==> src/rtl/gyro_agitation_fall_detector_assert.svh <==
// Assertion macros for the gyro agitation and fall detector.
`ifndef GYRO_AGITATION_FALL_DETECTOR_ASSERT_SVH
`define GYRO_AGITATION_FALL_DETECTOR_ASSERT_SVH

// Same-cycle implication.
`define GAF_ASSERT_NOW(lbl, clk, rst_n, ante, cons, msg) \
    lbl: assert property (@(posedge clk) disable iff (!rst_n) (ante) |-> (cons)) \
        else $error(msg);

// Next-cycle implication.
`define GAF_ASSERT_NEXT(lbl, clk, rst_n, ante, cons, msg) \
    lbl: assert property (@(posedge clk) disable iff (!rst_n) (ante) |=> (cons)) \
        else $error(msg);

`endif

==> src/rtl/gaf_pkg.sv <==
// Shared types and constants of the gyro agitation and fall detector.
package gaf_pkg;

    typedef struct packed {
        logic signed [15:0] rate_x;
        logic signed [15:0] rate_y;
        logic signed [15:0] rate_z;
        logic [31:0]        stamp_ms;
    } t_in_item;

    typedef struct packed {
        logic agitation_event;
        logic fall_event;
    } t_out_item;

    // Classified sample handed from the front end to the detectors.
    typedef struct packed {
        logic        high;
        logic        still;
        logic [31:0] stamp_ms;
    } t_cls;

    typedef struct packed {
        logic [31:0] agitation_hold_ms;
        logic [31:0] stillness_hold_ms;
    } t_hold_cfg;

    typedef enum logic [1:0] {
        REG_HIGH_THR   = 2'd0,
        REG_STILL_THR  = 2'd1,
        REG_AGIT_HOLD  = 2'd2,
        REG_STILL_HOLD = 2'd3
    } t_reg_idx;

    localparam logic [15:0] HIGH_THR_RST   = 16'd26200;
    localparam logic [15:0] STILL_THR_RST  = 16'd1310;
    localparam logic [31:0] AGIT_HOLD_RST  = 32'd1000;
    localparam logic [31:0] STILL_HOLD_RST = 32'd2000;
    localparam logic [31:0] HIGH_SQ_RST    = 32'd686440000;
    localparam logic [31:0] STILL_SQ_RST   = 32'd1716100;

endpackage

==> src/rtl/gaf_front.sv <==
// Front end: squares the axes, sums them and classifies the level.
module gaf_front (
    input  logic              i_clk,
    input  logic              i_rst_n,
    input  logic              i_accept,
    input  gaf_pkg::t_in_item i_item,
    input  logic [31:0]       i_high_sq,
    input  logic [31:0]       i_still_sq,
    output logic              o_push,
    output gaf_pkg::t_cls     o_cls
);

    logic               r_vld;
    logic [30:0]        r_sq_x;
    logic [30:0]        r_sq_y;
    logic [30:0]        r_sq_z;
    logic [31:0]        r_stamp;
    logic signed [31:0] w_px;
    logic signed [31:0] w_py;
    logic signed [31:0] w_pz;
    logic [31:0]        w_mag2;

    assign w_px = 32'(i_item.rate_x) * 32'(i_item.rate_x);
    assign w_py = 32'(i_item.rate_y) * 32'(i_item.rate_y);
    assign w_pz = 32'(i_item.rate_z) * 32'(i_item.rate_z);

    always_ff @(posedge i_clk) begin
        if (!i_rst_n) begin
            r_vld <= 1'b0;
        end else begin
            r_vld <= i_accept;
        end
    end

    always_ff @(posedge i_clk) begin
        if (i_accept) begin
            r_sq_x  <= w_px[30:0];
            r_sq_y  <= w_py[30:0];
            r_sq_z  <= w_pz[30:0];
            r_stamp <= i_item.stamp_ms;
        end
    end

    // Three squares of at most 2^30 each stay below 2^32.
    assign w_mag2 = {1'b0, r_sq_x} + {1'b0, r_sq_y} + {1'b0, r_sq_z};

    assign o_push         = r_vld;
    assign o_cls.high     = w_mag2 > i_high_sq;
    assign o_cls.still    = w_mag2 < i_still_sq;
    assign o_cls.stamp_ms = r_stamp;

endmodule

==> src/rtl/gaf_fifo.sv <==
// Short queue of classified samples between front end and detectors.
module gaf_fifo #(
    parameter int DEPTH = 4
) (
    input  logic                         i_clk,
    input  logic                         i_rst_n,
    input  logic                         i_push,
    input  gaf_pkg::t_cls                i_data,
    input  logic                         i_pop,
    output logic                         o_vld,
    output gaf_pkg::t_cls                o_data,
    output logic [$clog2(DEPTH+1)-1:0]   o_count
);

    localparam int AW = (DEPTH > 1) ? $clog2(DEPTH) : 1;
    localparam int CW = $clog2(DEPTH + 1);

    gaf_pkg::t_cls r_mem [DEPTH];
    logic [AW-1:0] r_wr_ptr;
    logic [AW-1:0] r_rd_ptr;
    logic [CW-1:0] r_count;
    logic [AW-1:0] n_wr_ptr;
    logic [AW-1:0] n_rd_ptr;
    logic [CW-1:0] n_count;

    always_comb begin
        n_wr_ptr = r_wr_ptr;
        n_rd_ptr = r_rd_ptr;
        n_count  = r_count;
        if (i_push) begin
            n_wr_ptr = (r_wr_ptr == AW'(DEPTH - 1)) ? '0 : r_wr_ptr + 1'b1;
        end
        if (i_pop) begin
            n_rd_ptr = (r_rd_ptr == AW'(DEPTH - 1)) ? '0 : r_rd_ptr + 1'b1;
        end
        if (i_push && !i_pop) begin
            n_count = r_count + 1'b1;
        end else if (i_pop && !i_push) begin
            n_count = r_count - 1'b1;
        end
    end

    always_ff @(posedge i_clk) begin
        if (!i_rst_n) begin
            r_wr_ptr <= '0;
            r_rd_ptr <= '0;
            r_count  <= '0;
        end else begin
            r_wr_ptr <= n_wr_ptr;
            r_rd_ptr <= n_rd_ptr;
            r_count  <= n_count;
        end
    end

    always_ff @(posedge i_clk) begin
        if (i_push) begin
            r_mem[r_wr_ptr] <= i_data;
        end
    end

    assign o_vld   = (r_count != '0);
    assign o_data  = r_mem[r_rd_ptr];
    assign o_count = r_count;

endmodule

==> src/rtl/gaf_back.sv <==
// Back end: agitation and fall timers with the output register.
module gaf_back (
    input  logic                i_clk,
    input  logic                i_rst_n,
    input  logic                i_vld,
    input  gaf_pkg::t_cls       i_cls,
    input  gaf_pkg::t_hold_cfg  i_cfg,
    input  logic                i_out_ready,
    output logic                o_pop,
    output logic                o_out_valid,
    output gaf_pkg::t_out_item  o_out_data
);

    logic                r_agit_active;
    logic [31:0]         r_agit_start;
    logic                r_fall_armed;
    logic                r_still_timing;
    logic [31:0]         r_still_start;
    logic                r_out_vld;
    gaf_pkg::t_out_item  r_out;

    logic                n_agit_active;
    logic [31:0]         n_agit_start;
    logic                n_fall_armed;
    logic                n_still_timing;
    logic [31:0]         n_still_start;
    logic                n_out_vld;
    gaf_pkg::t_out_item  n_out;

    logic                w_pop;
    logic [31:0]         w_agit_el;
    logic [31:0]         w_still_el;

    // Advance when the output register is empty or being drained.
    assign w_pop      = i_vld && (!r_out_vld || i_out_ready);
    assign w_agit_el  = i_cls.stamp_ms - r_agit_start;
    assign w_still_el = i_cls.stamp_ms - r_still_start;

    always_comb begin
        n_agit_active  = r_agit_active;
        n_agit_start   = r_agit_start;
        n_fall_armed   = r_fall_armed;
        n_still_timing = r_still_timing;
        n_still_start  = r_still_start;
        n_out          = r_out;
        n_out_vld      = r_out_vld && !i_out_ready;
        if (w_pop) begin
            n_out_vld  = 1'b1;
            n_out      = '0;
            if (i_cls.high) begin
                if (!r_agit_active) begin
                    n_agit_active = 1'b1;
                    n_agit_start  = i_cls.stamp_ms;
                end else if (w_agit_el >= i_cfg.agitation_hold_ms) begin
                    n_agit_active         = 1'b0;
                    n_out.agitation_event = 1'b1;
                end
            end else begin
                n_agit_active = 1'b0;
                n_agit_start  = '0;
            end

            if (i_cls.high) begin
                n_fall_armed   = 1'b1;
                n_still_timing = 1'b0;
            end else if (r_fall_armed) begin
                if (i_cls.still) begin
                    if (!r_still_timing) begin
                        n_still_timing = 1'b1;
                        n_still_start  = i_cls.stamp_ms;
                    end else if (w_still_el >= i_cfg.stillness_hold_ms) begin
                        n_fall_armed     = 1'b0;
                        n_out.fall_event = 1'b1;
                    end
                end else begin
                    n_still_timing = 1'b0;
                end
            end
        end
    end

    always_ff @(posedge i_clk) begin
        if (!i_rst_n) begin
            r_agit_active  <= 1'b0;
            r_agit_start   <= '0;
            r_fall_armed   <= 1'b0;
            r_still_timing <= 1'b0;
            r_still_start  <= '0;
            r_out_vld      <= 1'b0;
        end else begin
            r_agit_active  <= n_agit_active;
            r_agit_start   <= n_agit_start;
            r_fall_armed   <= n_fall_armed;
            r_still_timing <= n_still_timing;
            r_still_start  <= n_still_start;
            r_out_vld      <= n_out_vld;
        end
    end

    always_ff @(posedge i_clk) begin
        r_out <= n_out;
    end

    assign o_pop       = w_pop;
    assign o_out_valid = r_out_vld;
    assign o_out_data  = r_out;

endmodule

==> src/rtl/gyro_agitation_fall_detector.sv <==
// Path: the square stage registers each accepted sample, the queue holds it, and the timer
// update in the back end loads the output register, where the result waits to be taken.
// Throughput: one sample per clock while results are taken; the back-end timer update handles
// a queued item a cycle unless output is stalled; QUEUE_DEPTH entries absorb output stalls.
// Reset (i_rst_n low, synchronous): timers and flags cleared, queue emptied,
// thresholds and hold times back to their defaults.
module gyro_agitation_fall_detector #(
    parameter int QUEUE_DEPTH = 4
) (
    input  logic               i_clk,
    input  logic               i_rst_n,
    input  logic               i_in_valid,
    output logic               o_in_ready,
    input  gaf_pkg::t_in_item  i_in_data,
    output logic               o_out_valid,
    input  logic               i_out_ready,
    output gaf_pkg::t_out_item o_out_data,
    input  logic               psel,
    input  logic               penable,
    input  logic               pwrite,
    input  logic [3:0]         paddr,
    input  logic [31:0]        pwdata,
    output logic [31:0]        prdata,
    output logic               pready
);

    `include "gyro_agitation_fall_detector_assert.svh"

    localparam int CW = $clog2(QUEUE_DEPTH + 1);

    logic [15:0]        r_high_thr;
    logic [15:0]        r_still_thr;
    logic [31:0]        r_agit_hold;
    logic [31:0]        r_still_hold;
    logic [31:0]        r_high_sq;
    logic [31:0]        r_still_sq;

    logic               w_cfg_wr;
    logic               w_in_acc;
    logic               w_push;
    gaf_pkg::t_cls      w_push_cls;
    logic               w_pop;
    logic               w_q_vld;
    gaf_pkg::t_cls      w_q_cls;
    logic [CW-1:0]      w_q_count;
    logic [CW:0]        w_fill;
    gaf_pkg::t_hold_cfg w_hold_cfg;
    gaf_pkg::t_reg_idx  w_idx;

    assign pready   = 1'b1;
    assign w_idx    = gaf_pkg::t_reg_idx'(paddr[3:2]);
    assign w_cfg_wr = psel && penable && pwrite && pready;

    always_ff @(posedge i_clk) begin
        if (!i_rst_n) begin
            r_high_thr   <= gaf_pkg::HIGH_THR_RST;
            r_still_thr  <= gaf_pkg::STILL_THR_RST;
            r_agit_hold  <= gaf_pkg::AGIT_HOLD_RST;
            r_still_hold <= gaf_pkg::STILL_HOLD_RST;
            r_high_sq    <= gaf_pkg::HIGH_SQ_RST;
            r_still_sq   <= gaf_pkg::STILL_SQ_RST;
        end else begin
            r_high_sq  <= 32'(r_high_thr) * 32'(r_high_thr);
            r_still_sq <= 32'(r_still_thr) * 32'(r_still_thr);
            if (w_cfg_wr) begin
                unique case (w_idx)
                    gaf_pkg::REG_HIGH_THR:   r_high_thr   <= pwdata[15:0];
                    gaf_pkg::REG_STILL_THR:  r_still_thr  <= pwdata[15:0];
                    gaf_pkg::REG_AGIT_HOLD:  r_agit_hold  <= pwdata;
                    gaf_pkg::REG_STILL_HOLD: r_still_hold <= pwdata;
                    default: ;
                endcase
            end
        end
    end

    always_comb begin
        unique case (w_idx)
            gaf_pkg::REG_HIGH_THR:   prdata = {16'd0, r_high_thr};
            gaf_pkg::REG_STILL_THR:  prdata = {16'd0, r_still_thr};
            gaf_pkg::REG_AGIT_HOLD:  prdata = r_agit_hold;
            gaf_pkg::REG_STILL_HOLD: prdata = r_still_hold;
            default:                 prdata = '0;
        endcase
    end

    assign w_hold_cfg.agitation_hold_ms = r_agit_hold;
    assign w_hold_cfg.stillness_hold_ms = r_still_hold;

    // Count the sample in the square stage against the queue space.
    assign w_fill     = (CW+1)'(w_q_count) + (CW+1)'(w_push);
    assign o_in_ready = w_fill < (CW+1)'(QUEUE_DEPTH);
    assign w_in_acc   = i_in_valid && o_in_ready;

    gaf_front u_front (
        .i_clk      (i_clk),
        .i_rst_n    (i_rst_n),
        .i_accept   (w_in_acc),
        .i_item     (i_in_data),
        .i_high_sq  (r_high_sq),
        .i_still_sq (r_still_sq),
        .o_push     (w_push),
        .o_cls      (w_push_cls)
    );

    gaf_fifo #(
        .DEPTH (QUEUE_DEPTH)
    ) u_fifo (
        .i_clk   (i_clk),
        .i_rst_n (i_rst_n),
        .i_push  (w_push),
        .i_data  (w_push_cls),
        .i_pop   (w_pop),
        .o_vld   (w_q_vld),
        .o_data  (w_q_cls),
        .o_count (w_q_count)
    );

    gaf_back u_back (
        .i_clk       (i_clk),
        .i_rst_n     (i_rst_n),
        .i_vld       (w_q_vld),
        .i_cls       (w_q_cls),
        .i_cfg       (w_hold_cfg),
        .i_out_ready (i_out_ready),
        .o_pop       (w_pop),
        .o_out_valid (o_out_valid),
        .o_out_data  (o_out_data)
    );

    `GAF_ASSERT_NOW(a_queue_bound, i_clk, i_rst_n, 1'b1, (w_fill <= (CW+1)'(QUEUE_DEPTH)), "queue overflow")
    `GAF_ASSERT_NEXT(a_accept_to_front, i_clk, i_rst_n, w_in_acc, w_push, "accepted sample lost before queue")
    `GAF_ASSERT_NOW(a_one_event, i_clk, i_rst_n, o_out_valid, !(o_out_data.agitation_event && o_out_data.fall_event), "agitation and fall on one sample")

endmodule

==> config.mk <==
export PLATFORM = sky130hd
export DESIGN_NAME = gyro_agitation_fall_detector
export DESIGN_NICKNAME = d
export VERILOG_FILES = /design/src/rtl/gaf_pkg.sv /design/src/rtl/gaf_front.sv /design/src/rtl/gaf_fifo.sv /design/src/rtl/gaf_back.sv /design/src/rtl/gyro_agitation_fall_detector.sv
export VERILOG_INCLUDE_DIRS = /design/src /design/src/rtl
export SDC_FILE = /design/constraint.sdc
export NUM_CORES = 2
export LEC_CHECK = 0
export BUFFER_PORTS_ARGS = -buffer_cell sky130_fd_sc_hd__buf_2
export CORE_AREA = 2 2 384 386
export CTS_CLUSTER_DIAMETER = 150
export CTS_CLUSTER_SIZE = 40
export DETAILED_ROUTE_END_ITERATION = 12
export DIE_AREA = 0 0 386 388
export SYNTH_ARGS = -nofsm -noshare
export SYNTH_HDL_FRONTEND = slang
export SYNTH_SLANG_ARGS = --single-unit
==> constraint.sdc <==
create_clock -name i_clk -period 8.52 [get_ports i_clk]
set_input_delay 0 -clock i_clk [delete_from_list [all_inputs] [get_ports i_clk]]
set_output_delay 0 -clock i_clk [all_outputs]
set_load 0.02 [all_outputs]
==> implementation parameters <==
Parameter                              Value

Routing
  Total number of vias ... ~45,000
  DRT Wirelength ... roughly 150,000 microns
  Number of DRC violations after detailed-routing iteration 0 ... between 2,000 and 2,500
  Detailed-route wire length per cell ... around 17 microns
  Length of the first detailed-routing pass in iterations ... 5
  Residual DRC count ... 0
  DR vias/cell ... a little over 5
  Post-DRT Antenna Nets ... 0

Final layout
  Final Net Count ... a little under 9,000
  Layout area overhead ... 6.227%
  Most frequent cells in the layout ... inv_1, fa_1, nand2_1, ha_1, edfxtp_1
  Leading cell type in the layout, fill and taps excluded ... inv_1
  Number of fill cells in the layout ... ~14,000
  Area used by sequential logic in the layout ... ~13,000 sq um
  Fraction of layout instances using a drive strength above 1 ... 4.765%
  Area of the multi-input gates ... 46,030 sq um
  Final std cells w/o fill ... 8,761

Timing
  Slew Limit Headroom ... between 20 and 30%
  Crit path time final ... between 7 and 8 ns
  Final setup slack of the worst path ... around 1.1 ns
  Total Neg Setup Slack ... 0 ns
  Hold Vio Cnt, Final ... 0
  Highest Clock Rate ... ~0.14 GHz
  Worst Tran Pin Value ... 1.116 ns
  Final critical-path share of the clock period ... between 80% and 90%
  RSZ-0062 raised after global routing ... no
  Clock Skew ... 0.07819 ns
  Finish-stage setup viols ... 0
  Hold slack final ... ~0.064 ns
  Number of slew-limit violations in the final report ... 0

Setup path
  Worst flop-to-flop path endpoint ... r_still_sq[29]
  Worst r2r path cells ... 21
  Origin of the critical flop-to-flop path ... r_still_thr[9]
  Slowest cell delay on critical path ... ~0.97 ns
  Timing endpoint of the critical path ... r_still_sq[29]
  CP arrival ... between 7 and 8 ns
  Crit-path slowest cell ... dfxtp_1
  CP cell instances ... nand2_1 -> fa_1 -> fa_1 -> inv_1 -> fa_1 -> fa_1 -> fa_1 -> inv_1 -> fa_1 -> inv_1 -> ha_1 -> o21ai_0 -> o21bai_1 -> a2111oi_2 -> nor3_1 -> o31ai_1 -> a21oi_1 -> a2111oi_0 -> o21bai_1 -> xnor2_1 -> and2_1
  Reg2reg setup slack ... 1.12 ns
  Number of logic stages on the critical path including buffering ... 21
  Data required, critical path ... 9.00 ns
  Origin of the worst setup path ... r_still_thr[9]
  Type of element launching the critical path ... register
  Combined buffer and inverter count along the critical path ... 3
  Maximum fanout along the worst path ... 19
  Kind of critical path ... register to register
  Worst path top cell family by delay ... adder cells
  Crit end category ... register
  Cell seen most often among critical-path stages ... fa_1

GRT
  Number of antenna violations at the first check in global routing ... 2
  Global route total overflow ... 0
  First-pass GRT wire length ... roughly 250,000 microns
  Via count of the first global-routing pass ... 47,148
  Global-route total usage across every layer ... between 20% and 30%
  Pin count of the biggest net entering global routing ... 131

Logic synthesis
  Yosys warns ... 0
  Most used flip-flop cell after synthesis ... edfxtp_1
  Mapped Avg Cell Area ... 9.704 sq um
  Largest cells by area after synthesis ... fa_1, ha_1, edfxtp_1
  Post-synthesis instance area ... 65,320 sq um
  Seq cells post-synth ... 496
  Biggest area consumer among synthesized cells ... fa_1
  Share of synthesized registers carrying an async set or reset ... 0%
  Distinct cell type count of the synthesized netlist ... 75
  Mapped Cells ... a little under 7,000
  Post-synth top area share ... 32.12%
  Number of flops mapped to enable cells by yosys ... 260
  Sequential share of the synthesized area ... between 10% and 20%

Place
  Routability cong. ... ~0.87
  Cell count after placement ... 8,656
  Number of port buffers ... around 160
  HPWL after DPL ... approximately 120,000 microns
  Worst slack at placement ... ~1.2 ns

Clock tree
  Deepest clock path buffer count ... 3
  Clock input transition at the sequential cells of the worst setup and hold paths ... around 0.15 ns
  CTS Buf Count ... 17
  CTS sink cnt ... 496
  Post-cts gate resize count ... 0
  Buffer type at the clock tree root ... clkbuf_16
  Worst-skew pair later-pin latency ... around 0.62 ns
  TritonCTS clock tree ... built
  Number of H-tree levels ... 1

Floorplan
  Chip Height ... 388 microns
  Placeable core region ... ~150,000 sq um
  Initial core utilization ... between 40 and 50%
  Number of placed I/O pins ... 160
  # rows ... 140
  Total die area ... around 150,000 sq um
  Horizontal extent of the die ... 386 microns

Min path
  Min-Delay Path Class ... primary input to register

Run
  Max capacitance violation total ... 0

Status
  Run status ... completed
## cell families after synthesis
group	synth area share, %
flip-flops	19.19
buffers and inverters	10.38
AND/OR/NAND/NOR	10.77
adder cells (fa/ha/maj)	45.22
AO/OA/AOI/OAI	8.553
other	0.01150
XOR/XNOR	3.781
multiplexers	2.101
## per-stage QoR
stage                     instance area [sq um]  util [%]
after floorplan                           65330         -
after global placement                    68110     46.90
after detailed placement                  68110     46.90
after CTS                                 69380     47.78
after global routing                      69380     47.78
final                                     69390     47.78
## what timing repair did
item                                   in CTS  in global routing
hold buffers                               74                  0
endpoints found under the hold margin     156                  0
buffers inserted                            0                  0
## worst min-delay path by stage
stage,slack (ns),endpoint,cells after the start,start
6_report,0.06,u_front.r_sq_z[2],2,i_in_data[33]
5_1_grt,0.06,u_front.r_sq_z[2],2,i_in_data[33]
4_1_cts,0.03,r_high_thr[0],6,penable
3_5_place_dp,0.18,u_front.r_stamp[9],1,i_in_data[9]
3_3_place_gp,0.18,u_front.r_stamp[28],1,i_in_data[28]
2_1_floorplan,0.1,u_front.r_sq_x[0],0,i_in_data[64]
## cells in the mapped netlist (27+ instances only)
cell         n
a22oi_1     35
o21bai_1    35
nand2_1    695
nor3_1      34
xor2_1      66
edfxtp_1   260
nand3_1     55
nand2b_1    38
mux4_2      50
a21o_1     128
o21a_1      27
xnor2_1    216
and2_1     241
fa_1      1048
inv_1     1609
a21oi_1    207
a21boi_0   112
o21ai_0    116
clkbuf_1   179
and3_1      30
nor2b_1     94
ha_1       684
dfxtp_1    236
nor2_1     239
o211ai_1    29
a211oi_1    30
nand4_1     32
## cell type report
cell class / count / share of cell area, %
clock inverters: 4 / 0.1082
clock buffers: 25 / 0.6564
inverters: 1612 / 8.720
repair buffers: 271 / 2.645
flip-flops and latches: 496 / 18.06
well taps: 1917 / 3.457
diodes: 2 / 0.007213
multi-input cells: 4434 / 66.34
## registers in the layout, indices dropped and copies added (netlist names), 2 cells and up, named ones only
name	cells
r_high_thr	16
u_front.r_sq_z	30
u_fifo.r_mem	136
r_still_hold	32
u_back.r_still_start	32
r_still_thr	16
u_front.r_sq_y	30
r_high_sq	31
u_fifo.r_rd_ptr	2
u_back.o_out_data	2
u_back.r_agit_start	32
u_front.r_stamp	32
r_agit_hold	32
u_front.r_sq_x	30
u_fifo.r_wr_ptr	2
u_fifo.o_count	3
r_still_sq	31
## per-layer routing
layer	up-vias	routed length (microns)	track usage [%]
met4	4	4057	4.818
met3	166	5260	1.691
li1	21184	-	-
met1	22366	67930	28.68
met5	-	30	0
met2	791	73380	35.23
Power is not shown: default switching activity piles up to over one toggle a cycle in this logic, so the estimate is an artifact.
